<file path="src/rtl/text_scope_grid_renderer_assert.svh">
// ---------------------------------------------------------------------------
// Assertion macros for the text scope grid renderer
// Same-cycle and next-cycle implication checks, reset-qualified.
// ---------------------------------------------------------------------------
`ifndef TEXT_SCOPE_GRID_RENDERER_ASSERT_SVH
`define TEXT_SCOPE_GRID_RENDERER_ASSERT_SVH

// Consequent must hold in the same cycle as the antecedent.
`define TSGR_ASSERT_NOW(label, clk, rst, ante, cons, msg) \
  label: assert property (@(posedge clk) disable iff (rst) (ante) |-> (cons)) \
    else $error(msg);

// Consequent must hold in the cycle after the antecedent.
`define TSGR_ASSERT_NEXT(label, clk, rst, ante, cons, msg) \
  label: assert property (@(posedge clk) disable iff (rst) (ante) |=> (cons)) \
    else $error(msg);

`endif

</file>
<file path="src/rtl/tsgr_pkg.sv">
// ---------------------------------------------------------------------------
// tsgr_pkg
// Shared types and constants of the text scope grid renderer.
// ---------------------------------------------------------------------------
package tsgr_pkg;

  typedef enum logic [0:0] {
    FUNC_STORE  = 1'b0,
    FUNC_RENDER = 1'b1
  } func_t;

  // Column store write request
  typedef struct packed {
    logic       en;
    logic [6:0] addr;
    logic [5:0] level;
  } wr_req_t;

  localparam logic [5:0]  LEVEL_TOP = 6'd40;
  localparam logic [12:0] SCALE_DIV = 13'd4095;

  localparam logic [7:0] CH_SPACE    = 8'h20;
  localparam logic [7:0] CH_TRACE_LO = 8'hdc;
  localparam logic [7:0] CH_TRACE_HI = 8'hdf;
  localparam logic [7:0] CH_CROSS    = 8'hc5;
  localparam logic [7:0] CH_HBAR     = 8'hc4;
  localparam logic [7:0] CH_VBAR     = 8'hb3;
  localparam logic [7:0] CH_TOP_L    = 8'hda;
  localparam logic [7:0] CH_TOP_R    = 8'hbf;
  localparam logic [7:0] CH_TOP_T    = 8'hc2;
  localparam logic [7:0] CH_BOT_L    = 8'hc0;
  localparam logic [7:0] CH_BOT_R    = 8'hd9;
  localparam logic [7:0] CH_BOT_T    = 8'hc1;
  localparam logic [7:0] CH_MID_L    = 8'hc3;
  localparam logic [7:0] CH_MID_R    = 8'hb4;

endpackage

</file>
<file path="src/rtl/tsgr_cmd_if.sv">
// ---------------------------------------------------------------------------
// tsgr_cmd_if
// Request channel: store a sample or render one character cell.
// ---------------------------------------------------------------------------
interface tsgr_cmd_if;
  logic        valid;
  logic        ready;
  logic        func;
  logic [6:0]  column;
  logic [4:0]  row;
  logic [11:0] sample;

  modport source (output valid, func, column, row, sample, input ready);
  modport sink   (input valid, func, column, row, sample, output ready);
endinterface

</file>
<file path="src/rtl/tsgr_cell_if.sv">
// ---------------------------------------------------------------------------
// tsgr_cell_if
// Result channel: one rendered character cell.
// ---------------------------------------------------------------------------
interface tsgr_cell_if;
  logic       valid;
  logic       ready;
  logic [7:0] char_code;
  logic       is_trace;

  modport source (output valid, char_code, is_trace, input ready);
  modport sink   (input valid, char_code, is_trace, output ready);
endinterface

</file>
<file path="src/rtl/tsgr_scale.sv">
// ---------------------------------------------------------------------------
// tsgr_scale
// Sample to half-row level: 40 - floor(sample * 40 / 4095).
// ---------------------------------------------------------------------------
module tsgr_scale (
  input  logic [11:0] sample,
  output logic [5:0]  level
);
  import tsgr_pkg::*;

  logic [17:0] scaled;
  logic [5:0]  q_est;
  logic [12:0] rem;
  logic [5:0]  quot;

  // x / 4095 ~ x / 4096; remainder stays below 2 * 4095, so one correction
  always_comb begin
    scaled = 18'({sample, 5'b0}) + 18'({sample, 3'b0});
    q_est  = scaled[17:12];
    rem    = {1'b0, scaled[11:0]} + 13'(q_est);
    quot   = q_est + ((rem >= SCALE_DIV) ? 6'd1 : 6'd0);
    level  = LEVEL_TOP - quot;
  end
endmodule

</file>
<file path="src/rtl/tsgr_colmem.sv">
// ---------------------------------------------------------------------------
// tsgr_colmem
// Column level store: one read, one write port, valid bits, write forward.
// ---------------------------------------------------------------------------
module tsgr_colmem #(
  parameter int COLUMNS = 101
) (
  input  logic              clk,
  input  logic              rst,
  input  logic              rd_en,
  input  logic [6:0]        rd_addr,
  input  tsgr_pkg::wr_req_t wr,
  output logic [5:0]        rd_level
);
  import tsgr_pkg::*;

  localparam int AW = $clog2(COLUMNS);

  logic [5:0]         mem [COLUMNS];
  logic [COLUMNS-1:0] vld;
  logic [5:0]         rd_data;
  logic               rd_vld;
  logic [6:0]         rd_col;
  wr_req_t            fw;
  logic [AW-1:0]      ra;
  logic               ra_ok;

  always_comb begin
    ra_ok = {1'b0, rd_addr} < 8'(COLUMNS);
    ra    = ra_ok ? rd_addr[AW-1:0] : '0;
  end

  always_ff @(posedge clk) begin
    if (rd_en) begin
      rd_data <= mem[ra];
      rd_col  <= rd_addr;
    end
    if (wr.en) begin
      mem[wr.addr[AW-1:0]] <= wr.level;
    end
  end

  always_ff @(posedge clk) begin
    if (rst) begin
      vld    <= '0;
      rd_vld <= 1'b0;
      fw     <= '0;
    end else begin
      if (rd_en) begin
        rd_vld <= vld[ra];
      end
      if (wr.en) begin
        vld[wr.addr[AW-1:0]] <= 1'b1;
        fw                   <= wr;
      end
    end
  end

  // latest write wins over a read issued on the same edge
  always_comb begin
    if (fw.en && (fw.addr == rd_col)) begin
      rd_level = fw.level;
    end else if (rd_vld) begin
      rd_level = rd_data;
    end else begin
      rd_level = '0;
    end
  end
endmodule

</file>
<file path="src/rtl/tsgr_cell.sv">
// ---------------------------------------------------------------------------
// tsgr_cell
// Glyph select for one cell: grid box drawing or trace mark.
// ---------------------------------------------------------------------------
module tsgr_cell #(
  parameter int COLUMNS = 101,
  parameter int ROWS    = 21
) (
  input  logic [6:0] column,
  input  logic [4:0] row,
  input  logic [5:0] level,
  output logic [7:0] char_code,
  output logic       is_trace
);
  import tsgr_pkg::*;

  localparam logic [6:0] ColLast = 7'(COLUMNS - 1);
  localparam logic [6:0] RowLast = 7'(ROWS - 1);

  logic [14:0] prod;
  logic [3:0]  q10;
  logic [6:0]  r10;
  logic        on_screen, hline, vline, left, right;
  logic [7:0]  grid;

  always_comb begin
    // column / 10 by reciprocal, exact below 1029
    prod  = 15'(column) * 15'd205;
    q10   = prod[14:11];
    r10   = column - (7'({q10, 3'b0}) + 7'({q10, 1'b0}));
    vline = r10 == 7'd0;
    hline = row[1:0] == 2'b00;
    left  = column == 7'd0;
    right = column == ColLast;

    on_screen = ({1'b0, column} < 8'(COLUMNS)) && ({2'b0, row} < 7'(ROWS));

    if (!hline) begin
      grid = vline ? CH_VBAR : CH_SPACE;
    end else if (!vline) begin
      grid = CH_HBAR;
    end else if (row == 5'd0) begin
      grid = left ? CH_TOP_L : (right ? CH_TOP_R : CH_TOP_T);
    end else if ({2'b0, row} == RowLast) begin
      grid = left ? CH_BOT_L : (right ? CH_BOT_R : CH_BOT_T);
    end else begin
      grid = left ? CH_MID_L : (right ? CH_MID_R : CH_CROSS);
    end

    if (!on_screen) begin
      char_code = CH_SPACE;
      is_trace  = 1'b0;
    end else if (level[5:1] == row) begin
      char_code = level[0] ? CH_TRACE_LO : CH_TRACE_HI;
      is_trace  = 1'b1;
    end else begin
      char_code = grid;
      is_trace  = 1'b0;
    end
  end
endmodule

</file>
<file path="src/rtl/text_scope_grid_renderer.sv">
// A render passes the stage one register, then the output register once that is free.
// Throughput: one request per cycle, store or render, while renders are not stalled; set
// by the single store read port (read at accept) and write port (store leaving stage one).
// Reset (rst, synchronous): clears pipeline valids and the store's per-column valid bits,
// so every column reads level zero; no clearing pass, ready right after.
// ---------------------------------------------------------------------------
// text_scope_grid_renderer
// Character-cell scope renderer: per-column level store plus CP437 grid
// and trace glyph generation, one cell per clock while the output is not stalled.
// ---------------------------------------------------------------------------
`include "text_scope_grid_renderer_assert.svh"

module text_scope_grid_renderer #(
  parameter int COLUMNS = 101,
  parameter int ROWS    = 21
) (
  input  logic         clk,
  input  logic         rst,
  tsgr_cmd_if.sink     cmd,
  tsgr_cell_if.source  glyph
);
  import tsgr_pkg::*;

  // Stage one: request register; the store read issued at accept lands here
  logic        s1_valid;
  func_t       s1_func;
  logic [6:0]  s1_column;
  logic [4:0]  s1_row;
  logic [11:0] s1_sample;

  // Output register, parts the two handshakes
  logic        out_valid;
  logic [7:0]  out_char;
  logic        out_trace;

  logic        accept, s1_adv, out_load, s1_col_ok;
  logic [5:0]  s1_new_level, s1_cur_level;
  logic [7:0]  cell_char;
  logic        cell_trace;
  wr_req_t     wr;

  // Stores leave stage one unconditionally; renders need a free output slot
  always_comb begin
    s1_adv    = s1_valid && ((s1_func == FUNC_STORE) || !out_valid || glyph.ready);
    cmd.ready = !s1_valid || s1_adv;
    accept    = cmd.valid && cmd.ready;
    out_load  = s1_adv && (s1_func == FUNC_RENDER);
    s1_col_ok = {1'b0, s1_column} < 8'(COLUMNS);

    wr.en    = s1_adv && (s1_func == FUNC_STORE) && s1_col_ok;
    wr.addr  = s1_column;
    wr.level = s1_new_level;
  end

  tsgr_scale u_scale (
    .sample (s1_sample),
    .level  (s1_new_level)
  );

  // Read at accept; a write on that same edge is forwarded inside the store
  tsgr_colmem #(.COLUMNS(COLUMNS)) u_colmem (
    .clk      (clk),
    .rst      (rst),
    .rd_en    (accept),
    .rd_addr  (cmd.column),
    .wr       (wr),
    .rd_level (s1_cur_level)
  );

  tsgr_cell #(.COLUMNS(COLUMNS), .ROWS(ROWS)) u_cell (
    .column    (s1_column),
    .row       (s1_row),
    .level     (s1_cur_level),
    .char_code (cell_char),
    .is_trace  (cell_trace)
  );

  always_ff @(posedge clk) begin
    if (rst) begin
      s1_valid  <= 1'b0;
      out_valid <= 1'b0;
    end else begin
      if (accept) begin
        s1_valid <= 1'b1;
      end else if (s1_adv) begin
        s1_valid <= 1'b0;
      end
      if (out_load) begin
        out_valid <= 1'b1;
      end else if (glyph.ready) begin
        out_valid <= 1'b0;
      end
    end
  end

  // Payload registers, no reset needed
  always_ff @(posedge clk) begin
    if (accept) begin
      s1_func   <= func_t'(cmd.func);
      s1_column <= cmd.column;
      s1_row    <= cmd.row;
      s1_sample <= cmd.sample;
    end
    if (out_load) begin
      out_char  <= cell_char;
      out_trace <= cell_trace;
    end
  end

  assign glyph.valid     = out_valid;
  assign glyph.char_code = out_char;
  assign glyph.is_trace  = out_trace;

  // A trace flag always comes with one of the two trace glyphs
  `TSGR_ASSERT_NOW(a_trace_glyph, clk, rst, out_valid && out_trace, (out_char == CH_TRACE_LO) || (out_char == CH_TRACE_HI), "trace flag without trace glyph")
  // A stalled output slot is never overwritten
  `TSGR_ASSERT_NOW(a_no_overwrite, clk, rst, out_load, !out_valid || glyph.ready, "result overwritten while stalled")
  // Store requests never hold up stage one
  `TSGR_ASSERT_NOW(a_store_flows, clk, rst, s1_valid && (s1_func == FUNC_STORE), s1_adv && cmd.ready, "store request stalled")
  // A render leaving stage one is on the output next cycle
  `TSGR_ASSERT_NEXT(a_render_lands, clk, rst, out_load, out_valid, "render result lost")

endmodule

</file>
<file path="src/flat_wrapper.sv">
// flat-port wrapper written by rule: the top's interface ports become plain ports
module text_scope_grid_renderer_flat import tsgr_pkg::*;
#(
  parameter int COLUMNS = 101,
  parameter int ROWS    = 21
)
  (clk, rst, cmd_valid, cmd_func, cmd_column, cmd_row, cmd_sample, cmd_ready, glyph_valid, glyph_char_code, glyph_is_trace, glyph_ready);
  tsgr_cmd_if cmd_i ();
  tsgr_cell_if glyph_i ();
  input  logic clk;
  input  logic rst;
  input wire logic [$bits(cmd_i.valid)-1:0] cmd_valid;
  input wire logic [$bits(cmd_i.func)-1:0] cmd_func;
  input wire logic [$bits(cmd_i.column)-1:0] cmd_column;
  input wire logic [$bits(cmd_i.row)-1:0] cmd_row;
  input wire logic [$bits(cmd_i.sample)-1:0] cmd_sample;
  output wire logic [$bits(cmd_i.ready)-1:0] cmd_ready;
  output wire logic [$bits(glyph_i.valid)-1:0] glyph_valid;
  output wire logic [$bits(glyph_i.char_code)-1:0] glyph_char_code;
  output wire logic [$bits(glyph_i.is_trace)-1:0] glyph_is_trace;
  input wire logic [$bits(glyph_i.ready)-1:0] glyph_ready;
  assign cmd_i.valid = cmd_valid;
  assign cmd_i.func = cmd_func;
  assign cmd_i.column = cmd_column;
  assign cmd_i.row = cmd_row;
  assign cmd_i.sample = cmd_sample;
  assign cmd_ready = cmd_i.ready;
  assign glyph_valid = glyph_i.valid;
  assign glyph_char_code = glyph_i.char_code;
  assign glyph_is_trace = glyph_i.is_trace;
  assign glyph_i.ready = glyph_ready;
  text_scope_grid_renderer #(.COLUMNS(COLUMNS), .ROWS(ROWS)) u_core (.clk(clk), .rst(rst), .cmd(cmd_i), .glyph(glyph_i));
endmodule
</file>
<file path="config.mk">
export PLATFORM = sky130hd
export DESIGN_NAME = text_scope_grid_renderer_flat
export DESIGN_NICKNAME = d
export VERILOG_FILES = /design/src/rtl/tsgr_pkg.sv /design/src/rtl/tsgr_cmd_if.sv /design/src/rtl/tsgr_cell_if.sv /design/src/rtl/tsgr_scale.sv /design/src/rtl/tsgr_colmem.sv /design/src/rtl/tsgr_cell.sv /design/src/rtl/text_scope_grid_renderer.sv /design/src/flat_wrapper.sv
export VERILOG_INCLUDE_DIRS = /design/src /design/src/rtl
export SDC_FILE = /design/constraint.sdc
export NUM_CORES = 1
export LEC_CHECK = 0
export BUFFER_PORTS_ARGS = -buffer_cell sky130_fd_sc_hd__buf_2
export CORE_ASPECT_RATIO = 1.5
export CORE_MARGIN = 2
export CORE_UTILIZATION = 40
export CTS_BUF_LIST = sky130_fd_sc_hd__clkbuf_4
export CTS_CLUSTER_SIZE = 8
export DETAILED_ROUTE_END_ITERATION = 6
export PLACE_DENSITY = 0.62
export SLEW_MARGIN = 10
export SYNTH_ARGS = -nofsm -noshare
export SYNTH_HDL_FRONTEND = slang
export SYNTH_SLANG_ARGS = --single-unit
</file>
<file path="constraint.sdc">
create_clock -name clk -period 9.8 [get_ports clk]
set_input_delay 2.94 -clock clk [delete_from_list [all_inputs] [get_ports clk]]
set_output_delay 2.94 -clock clk [all_outputs]
set_load 0.01 [all_outputs]
</file>
==> impl_metrics.py <==
metrics = {
    "outcome": {
        "outcome": "finished, final reports clean",
    },
    "min_path": {
        "holdPathStages": 2,
        "hp-class": "flip-flop to flip-flop",
        "worstHoldStart": "u_core.u_colmem.fw[3]",
        "worstHoldEndpoint": "u_core.u_colmem.fw[3]",
    },
    "critical_path": {
        "r2r_end": "u_core.u_colmem.mem[45][3]",
        "critPathMaxFanout": 64,
        "start_kind": "flip-flop",
        "r2r_setup_slack_ps": 2940,
        "crit_required_ps": 10420,
        "r2r_cells": 21,
        "arrival_ps": 7480,
        "critical_path_class": "flip-flop to flip-flop",
        "end_kind": "flip-flop",
        "r2r-start": "u_core.s1_sample[0]",
    },
    "place": {
        "place_inst": 3333,
        "placed_area_um2": 33410,
        "dp_hpwl_um": 54480,
        "gp_congestion": 0.8342,
        "pre_cts_ws_ps": 2827,
        "portBuffers": 39,
    },
    "finish": {
        "multi_input_area_um2": 9694,
        "fill_cells": 7127,
        "drive_gt1_share_pct": 16.71,
        "fin_cells": 3636,
        "fin_nets": 2590,
        "design_area_um2": 35660,
        "seq_area_um2": 21760,
        "area_growth_pct": 10.64,
    },
    "detailed_routing": {
        "dr_total_vias": 21320,
        "final_antenna_net_count": 0,
        "drt_iter0_drc": 2046,
        "wirelength_um": 87730,
        "drc": 0,
        "wl_per_cell_um": 24.13,
        "via_per_inst": 5.863,
        "dr.pass1.iters": 5,
    },
    "floorplan": {
        "fp.dieH_um": 351.7,
        "initial_core_util_pct": 40.33,
        "pin_count": 40,
        "die_w_um": 235.8,
        "num_rows": 127,
        "die-area_um2": 82920,
        "coreArea_um2": 79930,
    },
    "sta": {
        "layout_min_cycle_time_ps": 6861,
        "rsz0062_at_grt": "no",
        "max_freq_ghz": 0.1457,
        "hold_viol_final": 0,
        "skew_ps": 67.59,
        "fin_crit_sh_pct": 70.01,
        "maxSlewViolCount": 0,
        "final.setup.tns_ps": 0,
        "relSlewSlack_pct": 16.86,
        "fin_ws_ps": 2939,
        "final-setup-viol-count": 0,
        "tightest_slew_ps": 1244,
        "hold_ws_ps": 458.6,
    },
    "cts": {
        "post_cts_buffers": 0,
        "cts_repair_resize_count": 0,
        "cts_root_buffer": "clkbuf_4",
        "cts_hold_buf": 0,
        "cts_buffers": 171,
        "h-tree-depth": 4,
        "cts_tree": "done",
        "path_clk_slew_ps": 70,
        "cts_buffer_depth": 3,
        "clk_latency_ps": 980,
        "clkSinkCount": 764,
    },
    "grt": {
        "grt_use_total_pct": 21.04,
        "grt_pass1_vias": 21670,
        "gr-total-overflow": 0,
        "grt_max_degree": 103,
        "grt_pass1_wl_um": 131500,
        "antenna_found_initial": 1,
    },
    "logic_synthesis": {
        "netlist.area_leader.share_pct": 60.18,
        "seq_area_frac_synth_pct": 67.51,
        "yosysWarningCount": 0,
        "async_flop_share_pct": 0,
        "synthFlopType": "edfxtp_1",
        "ys_ff_latch": 764,
        "syn_inst": 2384,
        "syn_nets": 2500,
        "synth-edff-count": 646,
        "avgSynthCellArea_um2": 13.52,
        "synth.cell_area_um2": 32230,
        "synth_area_leader_cell": "edfxtp_1",
        "yosys-top-cells-area": "edfxtp_1, dfxtp_1, mux4_2, nor2_1, ha_1",
        "ys_types": 76,
    },
    "pwr": {
        "ir_drop_mv": 0.1578,
        "p_leak_nw": 11.93,
        "pwr_density_cell_nw_per_um2": 209.8,
    },
    "run": {
        "drv_cap": 0,
    },
}
## layout make-up
cell class	count	area share [%]
multi-input combinational	1414	27.18
inverter	45	0.4806
clock buffer	251	5.284
antenna	1	0.007017
sequential	764	61.02
clock inverter	51	1.031
timing repair buffer	78	1.375
tap	1032	3.621
## routing by layer
metal | GRT usage [%] | wire [um]
met1 | 24.00 | 32470
met2 | 37.10 | 44610
met3 | 3.616 | 5925
met4 | 12.69 | 4725
met5 | 0 | 0
## layout by cell type (no fill, tap or decap), types with 38 or more instances in the layout
cell type	n
edfxtp_1	646
o21ai_0	56
nand2_1	195
clkbuf_4	251
a21oi_1	165
inv_1	43
nor2_1	260
mux2i_1	42
buf_4	40
buf_2	38
o221ai_1	63
o22ai_1	91
dfxtp_1	118
mux4_2	50
ha_1	73
nand3_1	67
## registers in the layout (all words and copies together), names as in the netlist
| name | count |
|---|---|
| u_core.s1_func | 1 |
| u_core.u_colmem.rd_vld | 1 |
| u_core.u_colmem.rd_data | 6 |
| u_core.u_colmem.fw | 14 |
| u_core.glyph.is_trace | 1 |
| u_core.s1_sample | 12 |
| u_core.s1_row | 5 |
| u_core.u_colmem.vld | 101 |
| u_core.s1_column | 7 |
| u_core.glyph.char_code | 8 |
| u_core.u_colmem.mem | 606 |
| u_core.s1_valid | 1 |
| u_core.glyph.valid | 1 |
## where the power goes
part / switching (W) / internal (W)
Sequential: 0.0000194 / 0.00386
Combinational: 0.000777 / 0.000261
Clock: 0.00124 / 0.00133
## synth_stat cells, types with 12 or more instances
cell type	number
a211oi_1	14
a21oi_1	165
a221oi_1	21
a22oi_1	14
a31oi_1	28
a32oi_1	14
and3_1	20
buf_1	13
buf_2	33
buf_4	12
clkbuf_1	100
dfxtp_1	118
edfxtp_1	646
fa_1	12
ha_1	75
inv_1	44
mux2i_1	42
mux4_2	50
nand2_1	196
nand3_1	67
nand4_1	20
nor2_1	260
nor3_1	30
o211ai_1	20
o21ai_0	56
o221ai_1	63
o22ai_1	91
xnor2_1	20
## per-stage QoR
| stage | total power, W | util, % |
|---|---|---|
| after floorplan | 0.004582 | - |
| after global routing | 0.007765 | 44.62 |
| after detailed placement | 0.004987 | 41.80 |
| after CTS | 0.007531 | 44.62 |
| after global placement | 0.004942 | 41.80 |
| final | 0.007481 | 44.62 |
## logic make-up (layout without fill, tap and decap cells)
logic type	after synthesis	in the layout	synth area share, %
muxes	100	100	5.077
adders and majority gates	88	88	3.688
buffers and inverters	206	425	2.737
other	0	1	0
and+or+nand+nor	641	641	8.648
AOI/OAI and AO/OA	555	555	11.48
DFF	764	764	67.51
xor gates and xnor gates	30	30	0.8579
## critical path, cell delays in order, from the launching register on
cell,delay (ps)
edfxtp_1,420
ha_1,250
fa_1,420
a21o_1,190
a221o_1,330
o41ai_1,440
o21a_1,260
xnor2_1,210
ha_1,250
inv_1,60
fa_1,370
xnor2_1,170
nand3b_1,90
nor4_1,220
maj3_1,230
nand4_1,160
ha_4,210
ha_4,150
inv_1,50
ha_1,250
xor2_4,950
buf_4,730
## how the worst max path moves through the flow
stage,startpoint,end,slack [ps],cells after the start
floorplan,u_core.s1_sample[0],u_core.u_colmem.mem[0][4],2000,20
global placement,cmd_column[3],u_core.u_colmem.rd_data[4],2850,9
detailed placement,cmd_column[3],u_core.u_colmem.rd_data[4],2830,9
CTS,u_core.s1_sample[0],u_core.u_colmem.mem[45][3],2910,21
global route,u_core.s1_sample[0],u_core.u_colmem.mem[45][3],2550,21
finish,u_core.s1_sample[0],u_core.u_colmem.mem[45][3],2940,21
No activity file was read; power rests on OpenSTA's default activity.
